[src/rtl/tccs_pkg.sv]
// ----------------------------------------------------------------------------
// tccs_pkg: shared definitions for the text console cursor and scroll engine
// Geometry constants, operation codes, and the item and result structures.
// ----------------------------------------------------------------------------
package tccs_pkg;

  localparam int LineWidth    = 80;
  localparam int ScreenLines  = 25;
  localparam int ConsoleCount = 4;
  localparam int VideoWords   = 16384;

  localparam int ConShare   = VideoWords / ConsoleCount;
  localparam int LimitLines = ConShare / LineWidth;
  localparam int MaxStart   = LimitLines - ScreenLines;

  localparam int AddrW   = 14;
  localparam int ModeW   = 2;
  localparam int ConW    = 2;
  localparam int CharW   = 8;
  localparam int AttrW   = 8;
  localparam int ConSelW = (ConsoleCount > 1) ? $clog2(ConsoleCount) : 1;
  localparam int LineW   = $clog2(LimitLines);
  localparam int ColW    = $clog2(LineWidth);

  localparam int QueueDepth = 2;
  localparam int QPtrW      = $clog2(QueueDepth);
  localparam int QCntW      = $clog2(QueueDepth + 1);

  typedef logic [AddrW-1:0]   addr_t;
  typedef logic [ModeW-1:0]   mode_t;
  typedef logic [ConW-1:0]    con_t;
  typedef logic [ConSelW-1:0] con_sel_t;
  typedef logic [CharW-1:0]   char_t;
  typedef logic [AttrW-1:0]   attr_t;
  typedef logic [LineW-1:0]   line_t;
  typedef logic [ColW-1:0]    col_t;

  localparam mode_t ModePut        = mode_t'(0);
  localparam mode_t ModeScrollUp   = mode_t'(1);
  localparam mode_t ModeScrollDown = mode_t'(2);
  localparam mode_t ModeSelect     = mode_t'(3);

  localparam char_t CharNewline   = char_t'(10);
  localparam char_t CharBackspace = char_t'(8);
  localparam char_t CharSpace     = char_t'(32);

  localparam attr_t AttrReset = attr_t'(7);

  typedef enum logic [2:0] {
    OpPutChar,
    OpNewline,
    OpBackspace,
    OpScrollUp,
    OpScrollDown,
    OpSelect,
    OpNop
  } op_kind_e;

  typedef struct packed {
    op_kind_e kind;
    con_t     console;
    char_t    char_code;
  } op_t;

  typedef struct packed {
    logic  write_valid;
    addr_t write_addr;
    char_t write_char;
    attr_t write_attr;
    logic  display_valid;
    addr_t cursor_pos;
    addr_t start_addr;
  } res_t;

  // Word address of a cell given as console, line and column.
  function automatic addr_t pos_addr(con_sel_t c, line_t line, col_t col);
    return AddrW'(32'(c) * ConShare + 32'(line) * LineWidth + 32'(col));
  endfunction

endpackage

[src/rtl/tccs_front.sv]
// ----------------------------------------------------------------------------
// tccs_front: input stage
// Accepts input transactions and classifies them into console operations.
// ----------------------------------------------------------------------------
module tccs_front (
  input  logic           clk_i,
  input  logic           rst_ni,
  input  logic           in_valid_i,
  output logic           in_ready_o,
  input  tccs_pkg::mode_t mode_i,
  input  tccs_pkg::con_t  console_i,
  input  tccs_pkg::char_t char_code_i,
  output logic           op_valid_o,
  input  logic           op_ready_i,
  output tccs_pkg::op_t  op_o
);
  import tccs_pkg::*;

  logic     vld_q, vld_d;
  op_t      op_q, op_d;
  op_kind_e kind;

  always_comb begin
    if (32'(console_i) >= ConsoleCount) begin
      kind = OpNop;
    end else begin
      unique case (mode_i)
        ModePut: begin
          if (char_code_i == CharNewline) begin
            kind = OpNewline;
          end else if (char_code_i == CharBackspace) begin
            kind = OpBackspace;
          end else begin
            kind = OpPutChar;
          end
        end
        ModeScrollUp:   kind = OpScrollUp;
        ModeScrollDown: kind = OpScrollDown;
        ModeSelect:     kind = OpSelect;
        default:        kind = OpNop;
      endcase
    end
  end

  assign in_ready_o = !vld_q || op_ready_i;

  always_comb begin
    vld_d = vld_q;
    op_d  = op_q;
    if (in_ready_o) begin
      vld_d = in_valid_i;
      if (in_valid_i) begin
        op_d.kind      = kind;
        op_d.console   = console_i;
        op_d.char_code = char_code_i;
      end
    end
  end

  always_ff @(posedge clk_i or negedge rst_ni) begin
    if (!rst_ni) begin
      vld_q <= 1'b0;
    end else begin
      vld_q <= vld_d;
    end
  end

  always_ff @(posedge clk_i) begin
    op_q <= op_d;
  end

  assign op_valid_o = vld_q;
  assign op_o       = op_q;

endmodule

[src/rtl/tccs_fifo.sv]
// ----------------------------------------------------------------------------
// tccs_fifo: operation queue
// Short queue that decouples classification from execution.
// ----------------------------------------------------------------------------
module tccs_fifo (
  input  logic          clk_i,
  input  logic          rst_ni,
  input  logic          push_valid_i,
  output logic          push_ready_o,
  input  tccs_pkg::op_t push_op_i,
  output logic          pop_valid_o,
  input  logic          pop_ready_i,
  output tccs_pkg::op_t pop_op_o
);
  import tccs_pkg::*;

  op_t              mem_q [QueueDepth];
  logic [QPtrW-1:0] wr_ptr_q, wr_ptr_d, rd_ptr_q, rd_ptr_d;
  logic [QCntW-1:0] cnt_q, cnt_d;
  logic             push, pop;

  assign push_ready_o = (32'(cnt_q) != QueueDepth);
  assign pop_valid_o  = (cnt_q != '0);
  assign push         = push_valid_i && push_ready_o;
  assign pop          = pop_valid_o && pop_ready_i;
  assign pop_op_o     = mem_q[rd_ptr_q];

  always_comb begin
    wr_ptr_d = wr_ptr_q;
    rd_ptr_d = rd_ptr_q;
    cnt_d    = cnt_q;
    if (push) begin
      wr_ptr_d = (32'(wr_ptr_q) == QueueDepth - 1) ? '0 : wr_ptr_q + 1'b1;
    end
    if (pop) begin
      rd_ptr_d = (32'(rd_ptr_q) == QueueDepth - 1) ? '0 : rd_ptr_q + 1'b1;
    end
    if (push && !pop) begin
      cnt_d = cnt_q + 1'b1;
    end else if (pop && !push) begin
      cnt_d = cnt_q - 1'b1;
    end
  end

  always_ff @(posedge clk_i or negedge rst_ni) begin
    if (!rst_ni) begin
      wr_ptr_q <= '0;
      rd_ptr_q <= '0;
      cnt_q    <= '0;
    end else begin
      wr_ptr_q <= wr_ptr_d;
      rd_ptr_q <= rd_ptr_d;
      cnt_q    <= cnt_d;
    end
  end

  always_ff @(posedge clk_i) begin
    if (push) begin
      mem_q[wr_ptr_q] <= push_op_i;
    end
  end

`ifndef SYNTH
  a_cnt_bound: assert property (@(posedge clk_i) disable iff (!rst_ni)
    32'(cnt_q) <= QueueDepth)
    else $error("queue count exceeds depth");

  a_ptr_gap: assert property (@(posedge clk_i) disable iff (!rst_ni)
    (cnt_q == '0) || (32'(cnt_q) == QueueDepth) |-> wr_ptr_q == rd_ptr_q)
    else $error("queue pointers disagree with count");

  a_push_pop_cnt: assert property (@(posedge clk_i) disable iff (!rst_ni)
    push && !pop |=> cnt_q == $past(cnt_q) + 1'b1)
    else $error("queue count did not follow a push");
`endif

endmodule

[src/rtl/tccs_back.sv]
// ----------------------------------------------------------------------------
// tccs_back: execution stage
// Holds per-console cursor and view state, executes one operation per cycle
// while the output is not stalled and keeps the result in an output register.
// ----------------------------------------------------------------------------
module tccs_back (
  input  logic            clk_i,
  input  logic            rst_ni,
  input  logic            head_valid_i,
  output logic            head_ready_o,
  input  tccs_pkg::op_t   head_i,
  input  tccs_pkg::attr_t char_attr_i,
  output logic            out_valid_o,
  input  logic            out_ready_i,
  output tccs_pkg::res_t  res_o
);
  import tccs_pkg::*;

  // Cursor and view start are kept relative to the console base.
  line_t    line_q  [ConsoleCount];
  line_t    line_d  [ConsoleCount];
  col_t     col_q   [ConsoleCount];
  col_t     col_d   [ConsoleCount];
  line_t    start_q [ConsoleCount];
  line_t    start_d [ConsoleCount];
  con_sel_t active_q, active_d;
  logic     out_vld_q, out_vld_d;
  res_t     res_q, res_d;

  logic     fire;
  con_sel_t c;
  line_t    cl, nl, s, ns;
  col_t     cc, nc;
  int       tgt;

  assign c            = head_i.console[ConSelW-1:0];
  assign head_ready_o = !out_vld_q || out_ready_i;
  assign fire         = head_valid_i && head_ready_o;
  assign cl           = line_q[c];
  assign cc           = col_q[c];
  assign s            = start_q[c];

  always_comb begin
    nl       = cl;
    nc       = cc;
    ns       = s;
    active_d = active_q;
    res_d    = '0;
    tgt      = 0;
    unique case (head_i.kind)
      OpNewline: begin
        if (32'(cl) < LimitLines - 1) begin
          nl = cl + 1'b1;
          nc = '0;
        end
      end
      OpBackspace: begin
        if (cl != '0 || cc != '0) begin
          if (cc != '0) begin
            nc = cc - 1'b1;
          end else begin
            nl = cl - 1'b1;
            nc = ColW'(LineWidth - 1);
          end
          res_d.write_valid = 1'b1;
          res_d.write_addr  = pos_addr(c, nl, nc);
          res_d.write_char  = CharSpace;
          res_d.write_attr  = char_attr_i;
        end
      end
      OpPutChar: begin
        if (!(32'(cl) == LimitLines - 1 && 32'(cc) == LineWidth - 1)) begin
          res_d.write_valid = 1'b1;
          res_d.write_addr  = pos_addr(c, cl, cc);
          res_d.write_char  = head_i.char_code;
          res_d.write_attr  = char_attr_i;
          if (32'(cc) == LineWidth - 1) begin
            nl = cl + 1'b1;
            nc = '0;
          end else begin
            nc = cc + 1'b1;
          end
        end
      end
      OpScrollUp: begin
        if (s != '0) begin
          ns = s - 1'b1;
        end
      end
      OpScrollDown: begin
        if (32'(s) < MaxStart) begin
          ns = s + 1'b1;
        end
      end
      OpSelect: active_d = c;
      OpNop: ;
      default: ;
    endcase

    // The view follows the cursor down after a put, as far as the area allows.
    if (head_i.kind == OpPutChar || head_i.kind == OpNewline ||
        head_i.kind == OpBackspace) begin
      if (32'(nl) >= 32'(s) + ScreenLines) begin
        tgt = int'(nl) - ScreenLines + 1;
        ns  = (tgt > MaxStart) ? LineW'(MaxStart) : LineW'(tgt);
      end
    end

    if (head_i.kind != OpNop && c == active_d) begin
      res_d.display_valid = 1'b1;
      res_d.cursor_pos    = pos_addr(c, nl, nc);
      res_d.start_addr    = pos_addr(c, ns, '0);
    end
  end

  always_comb begin
    line_d  = line_q;
    col_d   = col_q;
    start_d = start_q;
    if (fire) begin
      line_d[c]  = nl;
      col_d[c]   = nc;
      start_d[c] = ns;
    end
  end

  always_comb begin
    out_vld_d = out_vld_q;
    if (head_ready_o) begin
      out_vld_d = head_valid_i;
    end
  end

  always_ff @(posedge clk_i or negedge rst_ni) begin
    if (!rst_ni) begin
      for (int i = 0; i < ConsoleCount; i++) begin
        line_q[i]  <= '0;
        col_q[i]   <= '0;
        start_q[i] <= '0;
      end
      active_q  <= '0;
      out_vld_q <= 1'b0;
    end else begin
      line_q    <= line_d;
      col_q     <= col_d;
      start_q   <= start_d;
      out_vld_q <= out_vld_d;
      if (fire) begin
        active_q <= active_d;
      end
    end
  end

  always_ff @(posedge clk_i) begin
    if (fire) begin
      res_q <= res_d;
    end
  end

  assign out_valid_o = out_vld_q;
  assign res_o       = res_q;

`ifndef SYNTH
  a_start_bound: assert property (@(posedge clk_i) disable iff (!rst_ni)
    head_valid_i |-> 32'(start_q[c]) <= MaxStart)
    else $error("view start beyond the usable area");

  a_cursor_visible: assert property (@(posedge clk_i) disable iff (!rst_ni)
    fire && (head_i.kind == OpPutChar || head_i.kind == OpNewline ||
             head_i.kind == OpBackspace)
    |-> (32'(nl) < 32'(ns) + ScreenLines) || (32'(ns) == MaxStart))
    else $error("cursor left below the view after a put");

  a_select: assert property (@(posedge clk_i) disable iff (!rst_ni)
    fire && head_i.kind == OpSelect |=> active_q == $past(c))
    else $error("select did not change the active console");
`endif

endmodule

[src/rtl/text_console_cursor_scroll.sv]
// ----------------------------------------------------------------------------
// text_console_cursor_scroll: multi-console text cursor and scroll engine
// Results pass the input-stage register, the queue and the output register.
// Throughput is one transaction per cycle when the output is not stalled;
// the per-console state update is a read-modify-write in the execution stage.
// Reset clears all cursors and view starts to their console base, selects
// console zero and sets the attribute to 7; no clearing pass is needed.
// ----------------------------------------------------------------------------
module text_console_cursor_scroll (
  input  logic             clk_i,
  input  logic             rst_ni,
  input  logic             cfg_we_i,
  input  tccs_pkg::attr_t  cfg_wdata_i,
  input  logic             in_valid_i,
  output logic             in_ready_o,
  input  tccs_pkg::mode_t  mode_i,
  input  tccs_pkg::con_t   console_i,
  input  tccs_pkg::char_t  char_code_i,
  output logic             out_valid_o,
  input  logic             out_ready_i,
  output logic             write_valid_o,
  output tccs_pkg::addr_t  write_addr_o,
  output tccs_pkg::char_t  write_char_o,
  output tccs_pkg::attr_t  write_attr_o,
  output logic             display_valid_o,
  output tccs_pkg::addr_t  cursor_pos_o,
  output tccs_pkg::addr_t  start_addr_o
);
  import tccs_pkg::*;

  attr_t char_attr_q;
  logic  f_valid, f_ready, h_valid, h_ready;
  op_t   f_op, h_op;
  res_t  res;

  always_ff @(posedge clk_i or negedge rst_ni) begin
    if (!rst_ni) begin
      char_attr_q <= AttrReset;
    end else if (cfg_we_i) begin
      char_attr_q <= cfg_wdata_i;
    end
  end

  tccs_front u_front (
    .clk_i       (clk_i),
    .rst_ni      (rst_ni),
    .in_valid_i  (in_valid_i),
    .in_ready_o  (in_ready_o),
    .mode_i      (mode_i),
    .console_i   (console_i),
    .char_code_i (char_code_i),
    .op_valid_o  (f_valid),
    .op_ready_i  (f_ready),
    .op_o        (f_op)
  );

  tccs_fifo u_fifo (
    .clk_i        (clk_i),
    .rst_ni       (rst_ni),
    .push_valid_i (f_valid),
    .push_ready_o (f_ready),
    .push_op_i    (f_op),
    .pop_valid_o  (h_valid),
    .pop_ready_i  (h_ready),
    .pop_op_o     (h_op)
  );

  tccs_back u_back (
    .clk_i        (clk_i),
    .rst_ni       (rst_ni),
    .head_valid_i (h_valid),
    .head_ready_o (h_ready),
    .head_i       (h_op),
    .char_attr_i  (char_attr_q),
    .out_valid_o  (out_valid_o),
    .out_ready_i  (out_ready_i),
    .res_o        (res)
  );

  assign write_valid_o   = res.write_valid;
  assign write_addr_o    = res.write_addr;
  assign write_char_o    = res.write_char;
  assign write_attr_o    = res.write_attr;
  assign display_valid_o = res.display_valid;
  assign cursor_pos_o    = res.cursor_pos;
  assign start_addr_o    = res.start_addr;

endmodule

[config.mk]
export PLATFORM = sky130hd
export DESIGN_NAME = text_console_cursor_scroll
export DESIGN_NICKNAME = d
export VERILOG_FILES = /design/src/rtl/tccs_pkg.sv /design/src/rtl/tccs_front.sv /design/src/rtl/tccs_fifo.sv /design/src/rtl/tccs_back.sv /design/src/rtl/text_console_cursor_scroll.sv
export SDC_FILE = /design/constraint.sdc
export NUM_CORES = 1
export LEC_CHECK = 0
export BUFFER_PORTS_ARGS = -buffer_cell sky130_fd_sc_hd__buf_4
export CAP_MARGIN = 20
export CELL_PAD_IN_SITES_DETAIL_PLACEMENT = 1
export CELL_PAD_IN_SITES_GLOBAL_PLACEMENT = 2
export CORE_UTILIZATION = 41
export DETAILED_ROUTE_END_ITERATION = 6
export PLACE_DENSITY = 0.77
export SYNTH_ARGS = -nofsm -noshare
export SYNTH_HDL_FRONTEND = slang
export SYNTH_HIERARCHICAL = 1
export SYNTH_SLANG_ARGS = --single-unit
[constraint.sdc]
create_clock -name clk_i -period 10.8 [get_ports clk_i]
set_input_delay 0.54 -clock clk_i [delete_from_list [all_inputs] [get_ports clk_i]]
set_output_delay 0.54 -clock clk_i [all_outputs]
set_load 0.01 [all_outputs]
After elaboration in Yosys (flattened, before gate mapping)

Memory sizes are Yosys's and may differ from the RTL's.
Cells that the tools add are included.
W data, S select, Z words.

Flip-flop bits (word level): 165
Input port bits: 25
Output and inout bits: 62
Memories: 1
Word-level logic and storage cells: 152
Memory bits (writable): 26

Reductions and logical operators: 24
Multiplexer cells: 52
Bitwise logic cells: 1
Multiply operators: 4
Add/subtract/negate cells: 20
Eq/ne operators: 15
$lt $le $gt $ge: 6

Memory list:

| memory       | words | width | read ports | clocked after memory_dff | wr ports | line            | source |
|---|---|---|---|---|---|---|---|
| u_fifo.mem_q | 2     | 13    | 1          | 0                        | 1        | tccs_fifo.sv:17 | `op_t mem_q [QueueDepth];` |

Operators with widths:

| operator                | number |
|---|---|
| $mux W6                 | 17 |
| $mux W7                 | 10 |
| $mux W31                | 2 |
| $pmux W31 S2            | 1 |
| $add A14 B13 Y14        | 4 |
| $bwmux W24              | 2 |
| $add A14 B7 Y14         | 3 |
| $mul A6 B3 Y9 const B   | 4 |
| $add A32 B2 Y32 const B | 1 |
| $ge A6 B32 Y1           | 1 |
| $gt A32 B6 Y1 const B   | 1 |
| $mux W29                | 1 |
| $bwmux W28              | 1 |
| $bmux W6 S2             | 2 |
| $pmux W7 S3             | 1 |
| $pmux W6 S3             | 1 |
| $eq A8 B4 Y1 const B    | 2 |
| $bmux W7 S2             | 1 |
| $demux W7 S2            | 1 |
| $add A6 B1 Y6 const B   | 2 |
| $demux W6 S2            | 1 |
| $pmux W3 S4             | 1 |
| $pmux W6 S2             | 1 |
| $reduce_bool A6 Y1      | 2 |
| 34 further kinds        | 59 |

Depth between registers and ports, before layout

An unclocked memory read counts as a cell.

Depth in word-level cells: 20
Depth in mapped cells: 40

By module

Netlist, hierarchy kept.

By module, submodules not included:

| module                     | sequential area each (um^2) | cells an instance | area an instance (um^2) | times used |
|---|---|---|---|---|
| tccs_back                  | 3658.5                      | 897               | 9078.7                  | 1 |
| tccs_fifo                  | 880.8                       | 58                | 1144.8                  | 1 |
| tccs_front                 | 415.4                       | 25                | 504.2                   | 1 |
| text_console_cursor_scroll | 203.9                       | 17                | 335.3                   | 1 |

Worst setup path before layout

Ideal clock, no wire load.

Kind: register to register
Start point: register u_fifo.rd_ptr_q
End point: register u_back.res_q (netlist bit u_back/res_o[12]) (data pin)
Data required time: 10.545 ns
Library setup time: 0.255 ns
Setup slack: 2.647 ns
Stages on the path, launching flop included: 40
Arrival: 7.899 ns
Period minus slack after synthesis: 8.153 ns
Cells stage by stage: dfrtp_1 > buf_6 > mux2_2 > buf_6 > buf_6 > buf_2 > buf_1 > mux4_2 > inv_1 > ha_1 > nand2_1 > o22ai_1 > nand4b_1 > buf_2 > or3_1 > a21o_1 > a31oi_1 > a21oi_2 > [... 4 more ...] > a21oi_1 > nor2b_1 > o21ai_0 > nand2b_1 > a21oi_1 > a211oi_1 > a21oi_1 > a31oi_1 > o211ai_2 > ha_1 > ha_1 > a21o_1 > a21oi_1 > inv_1 > a21oi_1 > nor2_1 > ha_1 > and2_1

RTL lines:

| what                     | line             | source |
|---|---|---|
| start: declaration       | tccs_fifo.sv:18  | `logic [QPtrW-1:0] wr_ptr_q, wr_ptr_d, rd_ptr_q, rd_ptr_d;` |
| start signal: assignment | tccs_fifo.sv:52  | `rd_ptr_q <= rd_ptr_d;` |
| end signal: assignment   | tccs_back.sv:156 | `res_q <= res_d;` |
| end: declaration         | tccs_back.sv:28  | `res_t res_q, res_d;` |

==> results.yml <==
route:
  viasPerCell: 5.601
  drt_pass1_iterations: 6
  first_iter_violations: 441
  post_drt_wl_per_cell_um: 20.67
  vias: 7881
  routed_wl_mm: 29.08
  route.detailed.drc: 11
  drtAntennaViolNets: 0
placed_design:
  io_buffers: 82
  place.gp.congestion: 0.8534
  hpwl_mm: 20.43
clocking:
  clk_pin_slew_ns: 0.09
  clock-sinks: 187
  cts.htree.levels: 4
  clockRootBuffer: "clkbuf_16"
  worstSkewPairLatency_ns: 0.45
  post-cts-setup-buffers: 0
  clockBufferDepth: 2
  cts-buffers-inserted: 17
  cts_resized: 0
  cts_tree: "built"
logic_synthesis:
  ys_seq_area_share_pct: 46.63
  ys_types: 78
  synth_compound_area_share_pct: 12.59
  ys_top_cells_by_area: "edfxtp_1 26%, dfrtp_1 20%, ha_1 7.1%"
  synth_fa_ha_area_share_pct: 8.392
  ys.warnings.count: 6
  synth_xor_xnor_area_share_pct: 5.067
  netlist_instances: 997
  synth_largest_area_cell: "edfxtp_1"
  synth_edf_count: 95
  synthSimpleGateAreaFrac_pct: 12.34
  muxShareOfSynthArea_pct: 11.07
  ys.flop_type: "edfxtp_1"
  netlist.area_leader.share_pct: 25.79
  synth_seq_cells: 187
  avgSynthCellArea_um2: 11.10
  synth_top_family_by_area: "compound AO/OA/AOI/OAI gates"
  mappedNetlistArea_um2: 11060
  async_flop_share_pct: 49.20
worst_setup_path:
  cp_slowest_cell: "mux2_2"
  r2r_end: "u_back/res_o[12]"
  regToRegStartpoint: "u_fifo/rd_ptr_q"
  arrival_ns: 9.41
  r2r_cells: 31
  slowest_delay_ns: 0.98
  cp_max_fo: 35
  cp.required_ns: 11.00
  rrSetupSlack_ns: 1.60
  crit_path_start_kind: "flip-flop"
  cp-end-kind: "flip-flop"
  crit_type: "reg2reg"
  crit_top_cell: "ha_1"
sta:
  worst_pin_slew_ns: 1.039
  drv_slew: 0
  period_minus_slack_ns: 9.202
  skew_ns: 0.02070
  fin_setup_tns_ns: 0
  hold_ws_ns: 0.2625
  max_freq_ghz: 0.1087
  rsz0062_at_grt: "false"
  hold_viol: 0
  post-route-period-util_pct: 85.21
  setup_viol: 0
  relSlewSlack_pct: 29.99
hold_path:
  min_path_type: "in2reg"
  min_path_cells: 1
  min-delay-start: "console_i[0]"
  hold_end: "u_front/op_o[8]"
global_routing:
  grt_pass1_vias: 8210
  antenna_found_initial: 0
  overflow: 0
  grt_max_degree: 73
  grt_usage_pct: 21.77
  grt_pass1_wl_mm: 46.71
floorplan:
  num_rows: 59
  dieArea_um2: 27640
  die-width_um: 166.3
  start_util_pct: 42.10
  core_um2: 26280
  ios: 87
  die_h_um: 166.3
layout:
  drive_gt1_share_pct: 22.01
  layout.nets: 1154
  antenna_cells: 0
  nFillCells: 2860
  syn_to_final_growth_pct: 13.82
job:
  cap_violations: 0
status:
  status: "finished, violations left"
  violations: "DRC"
-- kinds of logic (layout without fill, tap and decap cells) --
group / count (synthesis) / count (layout)
flops: 187 / 187
xor+xnor: 64 / 64
mux: 92 / 92
fa+ha+maj: 70 / 70
simple gates: 273 / 273
buf+inv: 97 / 169
other cells: 1 / 4
compound gates: 213 / 213
-- flip-flops by register name (all words and copies together) (netlist names) --
| signal | count |
|---|---|
| u_back/start_q | 24 |
| u_back/res_o | 56 |
| u_back/col_q | 28 |
| u_fifo/mem_q | 26 |
| u_fifo/wr_ptr_q | 1 |
| u_front/op_valid_o | 1 |
| u_front/op_o | 13 |
| u_back/out_valid_o | 1 |
| u_back/active_q | 2 |
| char_attr_q | 8 |
| u_fifo/cnt_q | 2 |
| u_back/line_q | 24 |
| u_fifo/rd_ptr_q | 1 |
-- cell usage after synthesis, types with 5 or more instances --
cell type  number
buf_6           5
a21oi_1        50
dfrtp_1        89
edfxtp_1       95
mux2i_1         8
nand2b_1       10
a31oi_1        16
xnor2_1        48
nor3b_1         8
nor3_1         16
nand3_1        15
and3_1          8
fa_1            7
buf_4           5
ha_1           63
nor2b_1         6
mux2_2         61
and2_1         28
mux2_4          8
nor2_1         67
buf_1           5
inv_1          39
nand4_1         6
mux4_2         15
o21ai_0        56
o22ai_1        13
a21o_1         22
nand2_1        82
buf_2           7
o211ai_1        5
xor2_1         16
clkbuf_1       34
-- how the worst max path moves through the flow --
stage / start / to / slack, ns / cells past startpoint
2_1_floorplan: u_fifo/rd_ptr_q / u_back/res_o[12] / 2.65 / 39
3_3_place_gp: u_fifo/rd_ptr_q / u_back/res_o[12] / 1.97 / 31
3_5_place_dp: u_fifo/rd_ptr_q / u_back/res_o[12] / 1.64 / 31
4_1_cts: u_fifo/rd_ptr_q / u_back/res_o[12] / 1.65 / 31
5_1_grt: u_fifo/rd_ptr_q / u_back/res_o[13] / 0.97 / 29
6_report: u_fifo/rd_ptr_q / u_back/res_o[12] / 1.60 / 31
-- metal layers --
metal / routed length [µm] / part of all wire [%] / track usage [%] / vias to the layer above
li1: - / - / - / 3733
met1: 13640 / 47 / 29.56 / 3988
met4: 422 / 1.5 / 6.079 / 0
met5: 0 / 0 / 0 / -
met2: 14160 / 49 / 36.21 / 135
met3: 859 / 3.0 / 3.313 / 25
-- worst max-delay path: cells and delay by family, from the launching register on --
kind	cells	cell delay, ns
simple gates	9	1.34
flops	1	0.73
mux	2	1.47
fa+ha+maj	5	1.55
buf+inv	2	0.23
compound gates	13	3.62
-- stage by stage --
stage	setup slack, ns	cell area (µm²)	cells	utilization (%)
3_5_place_dp	1.636	11930	1373	45.39
5_1_grt	0.9707	12590	1407	47.91
4_1_cts	1.646	12580	1406	47.87
6_report	1.598	12590	1407	47.91
3_3_place_gp	1.970	11930	1373	45.39
2_1_floorplan	2.647	11070	1000	-
-- what timing repair did --
item,4_1_cts,5_1_grt
hold buffers,1,0
hold endpoints to repair,17,0
setup endpoints to repair,0,0
-- cell type report --
class	instances	area (µm²)	share of cell area, %
repair buffers	96	726.9	5.773
flip-flops and latches	187	5159	40.97
clock buffers	17	425.4	3.378
multi-input cells	716	5492	43.61
clock inverters	15	216.5	1.719
well taps	335	419.2	3.329
inverters	41	153.9	1.222
-- placed cells by master (no fill, tap or decap), types with 5 or more instances in the layout --
cell type,netlist,routed
buf_4,5,94
xnor2_1,48,48
nor3b_1,8,8
xor2_1,16,16
inv_12,0,5
clkinv_8,0,6
mux2_2,61,61
nor3_1,16,15
edfxtp_1,95,95
nor2_1,67,67
nor2b_1,6,6
inv_1,39,38
mux4_2,15,15
nand2_1,82,82
o22ai_1,13,13
dfrtp_1,89,89
clkbuf_16,0,17
a31oi_1,16,16
mux2_4,8,8
and3_1,8,8
mux2i_1,8,8
o21ai_0,56,56
o211ai_1,5,5
nand2b_1,10,10
nand4_1,6,6
a21o_1,22,22
fa_1,7,7
a21oi_1,50,50
nand3_1,15,15
ha_1,63,63
and2_1,28,28
Power is left out: the tool's default activity adds up to more than one toggle a clock period on the data nets, which glitch-free logic cannot reach.
